<file path="src/hw/rtl/bwds_pkg.sv">
// ----------------------------------------------------------------------------
// Burn-wire deploy sequencer package
// Types, register codes and helper functions shared by the sequencer files.
// ----------------------------------------------------------------------------
package bwds_pkg;

   localparam int FACE_COUNT = 4;

   // Opcodes of a request.
   localparam logic [1:0] OP_TICK = 2'd0;
   localparam logic [1:0] OP_READ = 2'd1;
   localparam logic [1:0] OP_BURN = 2'd2;

   // Configuration register indexes.
   localparam logic [1:0] CSR_MAX_ATTEMPTS = 2'd0;
   localparam logic [1:0] CSR_BURN_TICKS   = 2'd1;
   localparam logic [1:0] CSR_OFF_TICKS    = 2'd2;

   // Register reset values.
   localparam logic [7:0]  MAX_ATTEMPTS_RESET = 8'd5;
   localparam logic [15:0] BURN_TICKS_RESET   = 16'd20;
   localparam logic [15:0] OFF_TICKS_RESET    = 16'd10;

   typedef enum logic [1:0] {
      PH_IDLE = 2'd0,
      PH_BURN = 2'd1,
      PH_OFF  = 2'd2
   } phase_type;

   typedef struct packed {
      logic [7:0]  max_attempts;
      logic [15:0] burn_ticks;
      logic [15:0] off_ticks;
   } cfg_type;

   typedef struct packed {
      logic [1:0] opcode;
      logic [2:0] face;
      logic [3:0] switch_states;
   } req_item_type;

   typedef struct packed {
      logic [FACE_COUNT-1:0] heater_drive;
      logic                  busy_res;
      logic                  reply_valid;
      logic [2:0]            reply_face;
      logic                  reply_switch;
      logic                  sequence_done;
      logic [7:0]            attempt_index;
   } rsp_item_type;

   // Switch of a face code; codes outside one to four read as open.
   function automatic logic face_bit(input logic [2:0] face, input logic [3:0] sw);
      logic bit_val;
      unique case (face)
         3'd1:    bit_val = sw[0];
         3'd2:    bit_val = sw[1];
         3'd3:    bit_val = sw[2];
         3'd4:    bit_val = sw[3];
         default: bit_val = 1'b0;
      endcase
      return bit_val;
   endfunction

endpackage

</file>
<file path="src/hw/rtl/bwds_channels.sv">
// ----------------------------------------------------------------------------
// Burn-wire deploy sequencer channels
// Valid/ready interfaces for the request and response channels.
// ----------------------------------------------------------------------------
interface bwds_req_if;
   logic       valid;
   logic       ready;
   logic [1:0] opcode;
   logic [2:0] face;
   logic [3:0] switch_states;

   modport source (output valid, output opcode, output face, output switch_states,
                   input ready);
   modport sink (input valid, input opcode, input face, input switch_states,
                 output ready);
endinterface

interface bwds_rsp_if;
   logic       valid;
   logic       ready;
   logic [3:0] heater_drive;
   logic       busy_res;
   logic       reply_valid;
   logic [2:0] reply_face;
   logic       reply_switch;
   logic       sequence_done;
   logic [7:0] attempt_index;

   modport source (output valid, output heater_drive, output busy_res,
                   output reply_valid, output reply_face, output reply_switch,
                   output sequence_done, output attempt_index, input ready);
   modport sink (input valid, input heater_drive, input busy_res,
                 input reply_valid, input reply_face, input reply_switch,
                 input sequence_done, input attempt_index, output ready);
endinterface

</file>
<file path="src/hw/rtl/burn_wire_deploy_sequencer_core.sv">
// ----------------------------------------------------------------------------
// Burn-wire deploy sequencer core
// Four-face burn-wire release sequencer with one response per request.
// ----------------------------------------------------------------------------
//
//   Channel    Direction  Moves
//   req_chan   in         one request: opcode, face, switch sample
//   rsp_chan   out        one response: heater, status, read reply
//   csr_*      in         register write: enable, index, data
//
// One request is taken every cycle while req_chan.ready is high; its response
// passes through the input register and then the result register.
// Reset clears the sequence state and loads the register defaults.
// A stalled response holds; the input register keeps taking requests
// until both stages are full, then req_chan.ready drops.
//
module burn_wire_deploy_sequencer_core (
   input  logic         clock,
   input  logic         reset,
   bwds_req_if.sink     req_chan,
   bwds_rsp_if.source   rsp_chan,
   input  logic         csr_wr_en,
   input  logic [1:0]   csr_index,
   input  logic [15:0]  csr_wdata
);

   bwds_pkg::cfg_type      cfg;
   bwds_pkg::req_item_type in_item_ff;
   logic                   in_valid_ff;
   bwds_pkg::rsp_item_type out_item_ff;
   bwds_pkg::rsp_item_type out_item_in;
   logic                   out_valid_ff;
   logic                   out_load;
   logic                   in_load;

   bwds_csr u_csr (
      .clock     (clock),
      .reset     (reset),
      .csr_wr_en (csr_wr_en),
      .csr_index (csr_index),
      .csr_wdata (csr_wdata),
      .cfg       (cfg)
   );

   bwds_engine u_engine (
      .clock   (clock),
      .reset   (reset),
      .step_en (out_load),
      .item    (in_item_ff),
      .cfg     (cfg),
      .result  (out_item_in)
   );

   // Stage handshakes.
   assign out_load       = in_valid_ff && (!out_valid_ff || rsp_chan.ready);
   assign req_chan.ready = !in_valid_ff || out_load;
   assign in_load        = req_chan.valid && req_chan.ready;

   // Input register.
   always_ff @(posedge clock) begin
      if (reset) begin
         in_valid_ff <= 1'b0;
      end else if (req_chan.ready) begin
         in_valid_ff <= req_chan.valid;
      end
   end

   always_ff @(posedge clock) begin
      if (in_load) begin
         in_item_ff.opcode        <= req_chan.opcode;
         in_item_ff.face          <= req_chan.face;
         in_item_ff.switch_states <= req_chan.switch_states;
      end
   end

   // Result register.
   always_ff @(posedge clock) begin
      if (reset) begin
         out_valid_ff <= 1'b0;
      end else if (out_load) begin
         out_valid_ff <= 1'b1;
      end else if (rsp_chan.ready) begin
         out_valid_ff <= 1'b0;
      end
   end

   always_ff @(posedge clock) begin
      if (out_load) begin
         out_item_ff <= out_item_in;
      end
   end

   assign rsp_chan.valid         = out_valid_ff;
   assign rsp_chan.heater_drive  = out_item_ff.heater_drive;
   assign rsp_chan.busy_res      = out_item_ff.busy_res;
   assign rsp_chan.reply_valid   = out_item_ff.reply_valid;
   assign rsp_chan.reply_face    = out_item_ff.reply_face;
   assign rsp_chan.reply_switch  = out_item_ff.reply_switch;
   assign rsp_chan.sequence_done = out_item_ff.sequence_done;
   assign rsp_chan.attempt_index = out_item_ff.attempt_index;

endmodule

</file>
<file path="src/hw/rtl/bwds_csr.sv">
// ----------------------------------------------------------------------------
// Burn-wire deploy sequencer registers
// Write-only configuration registers with their reset values.
// ----------------------------------------------------------------------------
module bwds_csr (
   input  logic              clock,
   input  logic              reset,
   input  logic              csr_wr_en,
   input  logic [1:0]        csr_index,
   input  logic [15:0]       csr_wdata,
   output bwds_pkg::cfg_type cfg
);

   bwds_pkg::cfg_type cfg_ff;
   bwds_pkg::cfg_type cfg_in;

   // Decode the write; an index past the list leaves everything unchanged.
   always_comb begin
      cfg_in = cfg_ff;
      if (csr_wr_en) begin
         unique case (csr_index)
            bwds_pkg::CSR_MAX_ATTEMPTS: cfg_in.max_attempts = csr_wdata[7:0];
            bwds_pkg::CSR_BURN_TICKS:   cfg_in.burn_ticks   = csr_wdata;
            bwds_pkg::CSR_OFF_TICKS:    cfg_in.off_ticks    = csr_wdata;
            default:                    cfg_in = cfg_ff;
         endcase
      end
   end

   always_ff @(posedge clock) begin
      if (reset) begin
         cfg_ff.max_attempts <= bwds_pkg::MAX_ATTEMPTS_RESET;
         cfg_ff.burn_ticks   <= bwds_pkg::BURN_TICKS_RESET;
         cfg_ff.off_ticks    <= bwds_pkg::OFF_TICKS_RESET;
      end else begin
         cfg_ff <= cfg_in;
      end
   end

   assign cfg = cfg_ff;

endmodule

</file>
<file path="src/hw/rtl/bwds_engine.sv">
// ----------------------------------------------------------------------------
// Burn-wire deploy sequencer engine
// Sequence state registers and the single-pass update for one request.
// ----------------------------------------------------------------------------
module bwds_engine (
   input  logic                   clock,
   input  logic                   reset,
   input  logic                   step_en,
   input  bwds_pkg::req_item_type item,
   input  bwds_pkg::cfg_type      cfg,
   output bwds_pkg::rsp_item_type result
);

   bwds_pkg::phase_type phase_ff, phase_in;
   logic [1:0]          burn_face_ff, burn_face_in;
   logic [15:0]         tick_count_ff, tick_count_in;
   logic [7:0]          attempt_count_ff, attempt_count_in;
   logic                stop_pending_ff, stop_pending_in;

   logic        cur_sw;
   logic [16:0] tick_next;
   logic [8:0]  attempt_next;
   logic        finish;
   logic        done;

   assign cur_sw       = item.switch_states[burn_face_ff];
   assign tick_next    = {1'b0, tick_count_ff} + 17'd1;
   assign attempt_next = {1'b0, attempt_count_ff} + 9'd1;

   // Next state for one request.
   always_comb begin
      phase_in         = phase_ff;
      burn_face_in     = burn_face_ff;
      tick_count_in    = tick_count_ff;
      attempt_count_in = attempt_count_ff;
      stop_pending_in  = stop_pending_ff;
      finish           = 1'b0;
      done             = 1'b0;

      if (item.opcode == bwds_pkg::OP_BURN) begin
         if (phase_ff == bwds_pkg::PH_IDLE &&
             bwds_pkg::face_bit(item.face, item.switch_states)) begin
            if (cfg.max_attempts == 8'd0) begin
               done = 1'b1;
            end else begin
               burn_face_in     = 2'(item.face - 3'd1);
               phase_in         = bwds_pkg::PH_BURN;
               tick_count_in    = 16'd0;
               attempt_count_in = 8'd0;
               stop_pending_in  = 1'b0;
            end
         end
      end else if (item.opcode == bwds_pkg::OP_TICK) begin
         unique case (phase_ff)
            bwds_pkg::PH_BURN: begin
               // A zero burn length acts as one since the count starts at one.
               if (tick_next >= {1'b0, cfg.burn_ticks} || !cur_sw) begin
                  stop_pending_in = !cur_sw;
                  phase_in        = bwds_pkg::PH_OFF;
                  tick_count_in   = 16'd0;
                  finish          = (cfg.off_ticks == 16'd0);
               end else begin
                  tick_count_in = tick_next[15:0];
               end
            end
            bwds_pkg::PH_OFF: begin
               if (tick_next >= {1'b0, cfg.off_ticks}) begin
                  tick_count_in = 16'd0;
                  finish        = 1'b1;
               end else begin
                  tick_count_in = tick_next[15:0];
               end
            end
            default: begin
               phase_in = bwds_pkg::PH_IDLE;
            end
         endcase
      end

      // End of an off phase, or of a burn phase when the off length is zero: stop or start the next attempt.
      if (finish) begin
         tick_count_in = 16'd0;
         if (stop_pending_in || attempt_next >= {1'b0, cfg.max_attempts}) begin
            phase_in         = bwds_pkg::PH_IDLE;
            attempt_count_in = 8'd0;
            stop_pending_in  = 1'b0;
            done             = 1'b1;
         end else begin
            attempt_count_in = attempt_next[7:0];
            phase_in         = bwds_pkg::PH_BURN;
         end
      end
   end

   // Result fields follow the state after this request.
   always_comb begin
      result.heater_drive  = (phase_in == bwds_pkg::PH_BURN) ?
                             (4'd1 << burn_face_in) : 4'd0;
      result.busy_res      = (phase_in != bwds_pkg::PH_IDLE);
      result.reply_valid   = (item.opcode == bwds_pkg::OP_READ);
      result.reply_face    = (item.opcode == bwds_pkg::OP_READ) ? item.face : 3'd0;
      result.reply_switch  = (item.opcode == bwds_pkg::OP_READ) &&
                             bwds_pkg::face_bit(item.face, item.switch_states);
      result.sequence_done = done;
      result.attempt_index = (phase_in != bwds_pkg::PH_IDLE) ? attempt_count_in : 8'd0;
   end

   // State registers advance only when the request moves to the result stage.
   always_ff @(posedge clock) begin
      if (reset) begin
         phase_ff         <= bwds_pkg::PH_IDLE;
         burn_face_ff     <= 2'd0;
         tick_count_ff    <= 16'd0;
         attempt_count_ff <= 8'd0;
         stop_pending_ff  <= 1'b0;
      end else if (step_en) begin
         phase_ff         <= phase_in;
         burn_face_ff     <= burn_face_in;
         tick_count_ff    <= tick_count_in;
         attempt_count_ff <= attempt_count_in;
         stop_pending_ff  <= stop_pending_in;
      end
   end

endmodule

</file>
<file path="src/flat_wrapper.sv">
// flat-port wrapper written by rule: the top's interface ports become plain ports
module burn_wire_deploy_sequencer_core_flat 
  (clock, reset, csr_wr_en, csr_index, csr_wdata, req_chan_valid, req_chan_opcode, req_chan_face, req_chan_switch_states, req_chan_ready, rsp_chan_valid, rsp_chan_heater_drive, rsp_chan_busy_res, rsp_chan_reply_valid, rsp_chan_reply_face, rsp_chan_reply_switch, rsp_chan_sequence_done, rsp_chan_attempt_index, rsp_chan_ready);
  bwds_req_if req_chan_i ();
  bwds_rsp_if rsp_chan_i ();
  input  logic clock;
  input  logic reset;
  input  logic csr_wr_en;
  input  logic [1:0] csr_index;
  input  logic [15:0] csr_wdata;
  input wire logic [$bits(req_chan_i.valid)-1:0] req_chan_valid;
  input wire logic [$bits(req_chan_i.opcode)-1:0] req_chan_opcode;
  input wire logic [$bits(req_chan_i.face)-1:0] req_chan_face;
  input wire logic [$bits(req_chan_i.switch_states)-1:0] req_chan_switch_states;
  output wire logic [$bits(req_chan_i.ready)-1:0] req_chan_ready;
  output wire logic [$bits(rsp_chan_i.valid)-1:0] rsp_chan_valid;
  output wire logic [$bits(rsp_chan_i.heater_drive)-1:0] rsp_chan_heater_drive;
  output wire logic [$bits(rsp_chan_i.busy_res)-1:0] rsp_chan_busy_res;
  output wire logic [$bits(rsp_chan_i.reply_valid)-1:0] rsp_chan_reply_valid;
  output wire logic [$bits(rsp_chan_i.reply_face)-1:0] rsp_chan_reply_face;
  output wire logic [$bits(rsp_chan_i.reply_switch)-1:0] rsp_chan_reply_switch;
  output wire logic [$bits(rsp_chan_i.sequence_done)-1:0] rsp_chan_sequence_done;
  output wire logic [$bits(rsp_chan_i.attempt_index)-1:0] rsp_chan_attempt_index;
  input wire logic [$bits(rsp_chan_i.ready)-1:0] rsp_chan_ready;
  assign req_chan_i.valid = req_chan_valid;
  assign req_chan_i.opcode = req_chan_opcode;
  assign req_chan_i.face = req_chan_face;
  assign req_chan_i.switch_states = req_chan_switch_states;
  assign req_chan_ready = req_chan_i.ready;
  assign rsp_chan_valid = rsp_chan_i.valid;
  assign rsp_chan_heater_drive = rsp_chan_i.heater_drive;
  assign rsp_chan_busy_res = rsp_chan_i.busy_res;
  assign rsp_chan_reply_valid = rsp_chan_i.reply_valid;
  assign rsp_chan_reply_face = rsp_chan_i.reply_face;
  assign rsp_chan_reply_switch = rsp_chan_i.reply_switch;
  assign rsp_chan_sequence_done = rsp_chan_i.sequence_done;
  assign rsp_chan_attempt_index = rsp_chan_i.attempt_index;
  assign rsp_chan_i.ready = rsp_chan_ready;
  burn_wire_deploy_sequencer_core u_core (.clock(clock), .reset(reset), .req_chan(req_chan_i), .rsp_chan(rsp_chan_i), .csr_wr_en(csr_wr_en), .csr_index(csr_index), .csr_wdata(csr_wdata));
endmodule
</file>
<file path="config.mk">
export PLATFORM = sky130hd
export DESIGN_NAME = burn_wire_deploy_sequencer_core_flat
export DESIGN_NICKNAME = d
export VERILOG_FILES = /design/src/hw/rtl/bwds_pkg.sv /design/src/hw/rtl/bwds_channels.sv /design/src/hw/rtl/burn_wire_deploy_sequencer_core.sv /design/src/hw/rtl/bwds_csr.sv /design/src/hw/rtl/bwds_engine.sv /design/src/flat_wrapper.sv
export SDC_FILE = /design/constraint.sdc
export NUM_CORES = 1
export LEC_CHECK = 0
export ABC_AREA = 1
export BUFFER_PORTS_ARGS = -buffer_cell sky130_fd_sc_hd__buf_2
export CAP_MARGIN = 20
export CELL_PAD_IN_SITES_DETAIL_PLACEMENT = 1
export CELL_PAD_IN_SITES_GLOBAL_PLACEMENT = 1
export CORE_MARGIN = 4
export CORE_UTILIZATION = 48
export CTS_BUF_LIST = sky130_fd_sc_hd__clkbuf_4 sky130_fd_sc_hd__clkbuf_8 sky130_fd_sc_hd__clkbuf_16
export CTS_CLUSTER_DIAMETER = 80
export DETAILED_ROUTE_END_ITERATION = 8
export HOLD_SLACK_MARGIN = 0.02
export MAX_ROUTING_LAYER = met4
export PLACE_DENSITY = 0.91
export SYNTH_ARGS = -nofsm -noshare
export SYNTH_HDL_FRONTEND = slang
export SYNTH_SLANG_ARGS = --single-unit
</file>
<file path="constraint.sdc">
create_clock -name clock -period 5.2 [get_ports clock]
set_input_delay 0.26 -clock clock [delete_from_list [all_inputs] [get_ports clock]]
set_output_delay 0.26 -clock clock [all_outputs]
set_load 0.01 [all_outputs]
</file>
==> impl_metrics.json <==
{
  "cts.repair.resized": 0,
  "setup.worst_path.start_class": "flop",
  "ant_nets": 0,
  "crit_family": "simple AND/OR/NAND/NOR gates",
  "maximum_clock_rate_mhz": 248.1,
  "crit_buf_inv": 2,
  "clock_tree.buffer_depth": 2,
  "tritoncts_clock_tree": "done",
  "synthDominantCellAreaShare": 0.2443,
  "via_count": 5246,
  "synth_cell_type_count": 39,
  "slowest_stage_delay_on_critical_path_ns": 0.44,
  "synth_async_sr_flop_share": 0,
  "grt_use_total": 0.2515,
  "relSlewSlack": 0.3760,
  "result_of_the_run": "complete, no violations",
  "finalSetupViolations": 0,
  "vias_in_the_first_global_route": 5724,
  "worstPathRequired_ns": 5.33,
  "grt_first_pass_wirelength_mm": 27.73,
  "critical_path_cell_sequence": "ha_1 -> nand2_1 -> nor2_2 -> nand3_1 -> nor3_1 -> xor2_1 -> ha_1 -> nand2_1 -> inv_1 -> nand2_1 -> nor2_1 -> a21oi_1 -> nand2_1 -> nand2_1 -> nand2_1 -> nand2_1 -> nand2_1 -> nand2_1 -> nand2_2 -> nand2_4 -> nand3_1 -> nand2_2 -> nand2_1 -> inv_1",
  "mappedNetlistNets": 851,
  "yosys.cell_count.top_type": "sky130_fd_sc_hd__nand2_1",
  "dieWidth_um": 118.1,
  "clk_pin_slew_worst_paths_ns": 0.07,
  "drt-wirelength-per-cell_um": 17.56,
  "post_synth_most_frequent_cells": "sky130_fd_sc_hd__nand2_1 (151), sky130_fd_sc_hd__inv_1 (138), sky130_fd_sc_hd__dfxtp_1 (71)",
  "worst_skew_late_latency_ns": 0.37,
  "synth_sequential_area_ratio": 0.3888,
  "grt_use_met3": 0.05238,
  "cts_hold_buf": 0,
  "core_area_mm2": 0.01166,
  "irDropWorstVdd_mv": 0.2747,
  "postRouteWirelength_mm": 16.88,
  "tightestPinTransition_ns": 0.9326,
  "synth-seq-cells": 99,
  "fin_hold_ws_ns": 0.06847,
  "grt-ovfl-total": 0,
  "grt_start_max_net_pins": 54,
  "hold_class": "in2reg",
  "drcViolationCount": 0,
  "last_weighted_congestion_value_of_the_routability_driven_placer": 0.9163,
  "power_leakage_nw": 3.214,
  "setup.worst_path.end_class": "flop",
  "cts_max_level": 3,
  "period_share": 0.7751,
  "post-route-util": 0.5609,
  "tritoncts.num_buffers": 9,
  "drt_pass1_iterations": 4,
  "rsz0062_at_grt": "no",
  "synth_warnings": 0,
  "met1_grt_util": 0.2816,
  "globalRouteMet2Util": 0.4430,
  "critical_path_peak_fanout": 16,
  "numPortBuffers": 52,
  "worst_path_max_delay_cell": "sky130_fd_sc_hd__dfxtp_1",
  "number_of_maximum_capacitance_constraint_violations": 0,
  "rows": 39,
  "min_period_ns": 4.031,
  "fill_cells": 1482,
  "syn_area_per_cell_um2": 7.566,
  "clock_skew_ns": 0.009223,
  "synth-edff-count": 28,
  "post_drt_via_cell_ratio": 5.459,
  "n_antenna_cell": 0,
  "post-layout-total-power_mw": 1.954,
  "initialDrtViolationCount": 269,
  "nets": 895,
  "cp_data_arrival_time_ns": 4.16,
  "cts_post_setup_buffers_inserted": 0,
  "detailedPlacementHpwl_mm": 12.03,
  "area_delta_synth_final_pct": 12.43,
  "io-pin-count": 53,
  "finalHoldViolCount": 0,
  "synth.area.top_cells": "sky130_fd_sc_hd__dfxtp_1 (24%), sky130_fd_sc_hd__edfxtp_1 (14%), sky130_fd_sc_hd__ha_1 (11%)",
  "netlist_instances": 769,
  "floorplan.die_area_mm2": 0.01395,
  "primary_flip_flop_cell_chosen_by_synthesis_mapping": "sky130_fd_sc_hd__dfxtp_1",
  "initial_utilization": 0.4989,
  "post_synth_instance_area_mm2": 0.005818,
  "die_boundary_height_um": 118.1,
  "cts_sink_count": 99,
  "path_class": "reg2reg",
  "pwr_density_cell_mw_per_mm2": 298.8,
  "yosys.area.top_type": "sky130_fd_sc_hd__dfxtp_1",
  "antenna_violations_before_repair": 0,
  "layout-drive-gt1-share": 0.1357,
  "tns_ns": 0,
  "cts_root_buf": "sky130_fd_sc_hd__clkbuf_16",
  "report.final.slew_viol_count": 0,
  "path_common_cell": "sky130_fd_sc_hd__nand2_1",
  "gr-max-usage-layer": "met2"
}
## routing by layer
layer / vias up / routed length, um
met5: - / 0
met2: 97 / 8778
li1: 2574 / -
met1: 2547 / 7125
met3: 28 / 694
met4: 0 / 277
## per-stage QoR
| step | cell area [um^2] | std cells | setup slack, ns |
|---|---|---|---|
| global placement | 6152 | 943 | 1.488 |
| detailed placement | 6152 | 943 | 1.278 |
| finish | 6541 | 961 | 1.169 |
| CTS | 6486 | 959 | 1.205 |
| global route | 6541 | 961 | 0.7791 |
| floorplan | 5818 | 769 | 2.104 |
## flip-flops by register name, indices dropped and copies added, names as in the netlist
signal                            flops
u_core.u_csr.cfg                     40
u_core.u_engine.tick_count_ff        16
u_core.in_item_ff                     9
u_core.rsp_chan.attempt_index         8
u_core.u_engine.attempt_count_ff      8
u_core.rsp_chan.heater_drive          4
u_core.rsp_chan.reply_face            3
u_core.u_engine.burn_face_ff          2
u_core.u_engine.phase_ff              2
u_core.in_valid_ff                    1
u_core.rsp_chan.busy_res              1
u_core.rsp_chan.reply_switch          1
u_core.rsp_chan.reply_valid           1
u_core.rsp_chan.sequence_done         1
u_core.rsp_chan.valid                 1
u_core.u_engine.stop_pending_ff       1
## cell usage in the layout (no fill, tap or decap), drive strengths merged, types with 3 or more instances in the layout
master	n
nor2	52
nand4	24
xnor2	3
nor3	9
edfxtp	28
nand2	170
ha	50
buf	55
inv	140
clkbuf	10
xor2	17
a21oi	78
dfxtp	71
nand3	30
o21ai	58
o211ai	7
## power by group
part           leakage (nW)  internal [mW]  switching, mW
clock                 0.157          0.440          0.324
sequential            0.851          0.833         0.0239
combinational          2.21          0.108          0.224
## logic make-up (layout without fill, tap and decap cells)
logic type,after synthesis,count (layout),synth area share
buffers and inverters,162,211,0.1099
AO/OA/AOI/OAI,149,149,0.1419
AND/OR/NAND/NOR,289,289,0.2217
flip-flops,99,99,0.3888
adder cells (fa/ha/maj),50,50,0.1075
XOR/XNOR,20,20,0.03011
## layout make-up
type / instances / area, um^2 / share of cell area
Clock buffer: 10 / 239.0 / 0.03653
Clock inverter: 6 / 95.09 / 0.01454
Inverter: 140 / 526.8 / 0.08053
Multi-Input combinational cell: 508 / 2917 / 0.4459
Sequential cell: 99 / 2262 / 0.3458
Tap cell: 143 / 178.9 / 0.02735
Timing Repair Buffer: 55 / 322.8 / 0.04935
## final timing paths
path / slack [ns] / depth (start not counted) / to / startpoint
hold reg to reg: 0.47 / 2 / u_core.u_csr.cfg[28] / u_core.u_csr.cfg[28]
setup / recovery: 1.17 / 24 / u_core.rsp_chan.attempt_index[6] / u_core.u_engine.tick_count_ff[0]
setup reg to reg: 1.17 / 24 / u_core.rsp_chan.attempt_index[6] / u_core.u_engine.tick_count_ff[0]
hold / removal: 0.07 / 1 / u_core.in_item_ff[5] / req_chan_face[1]
(Power assumes the default switching activity.)
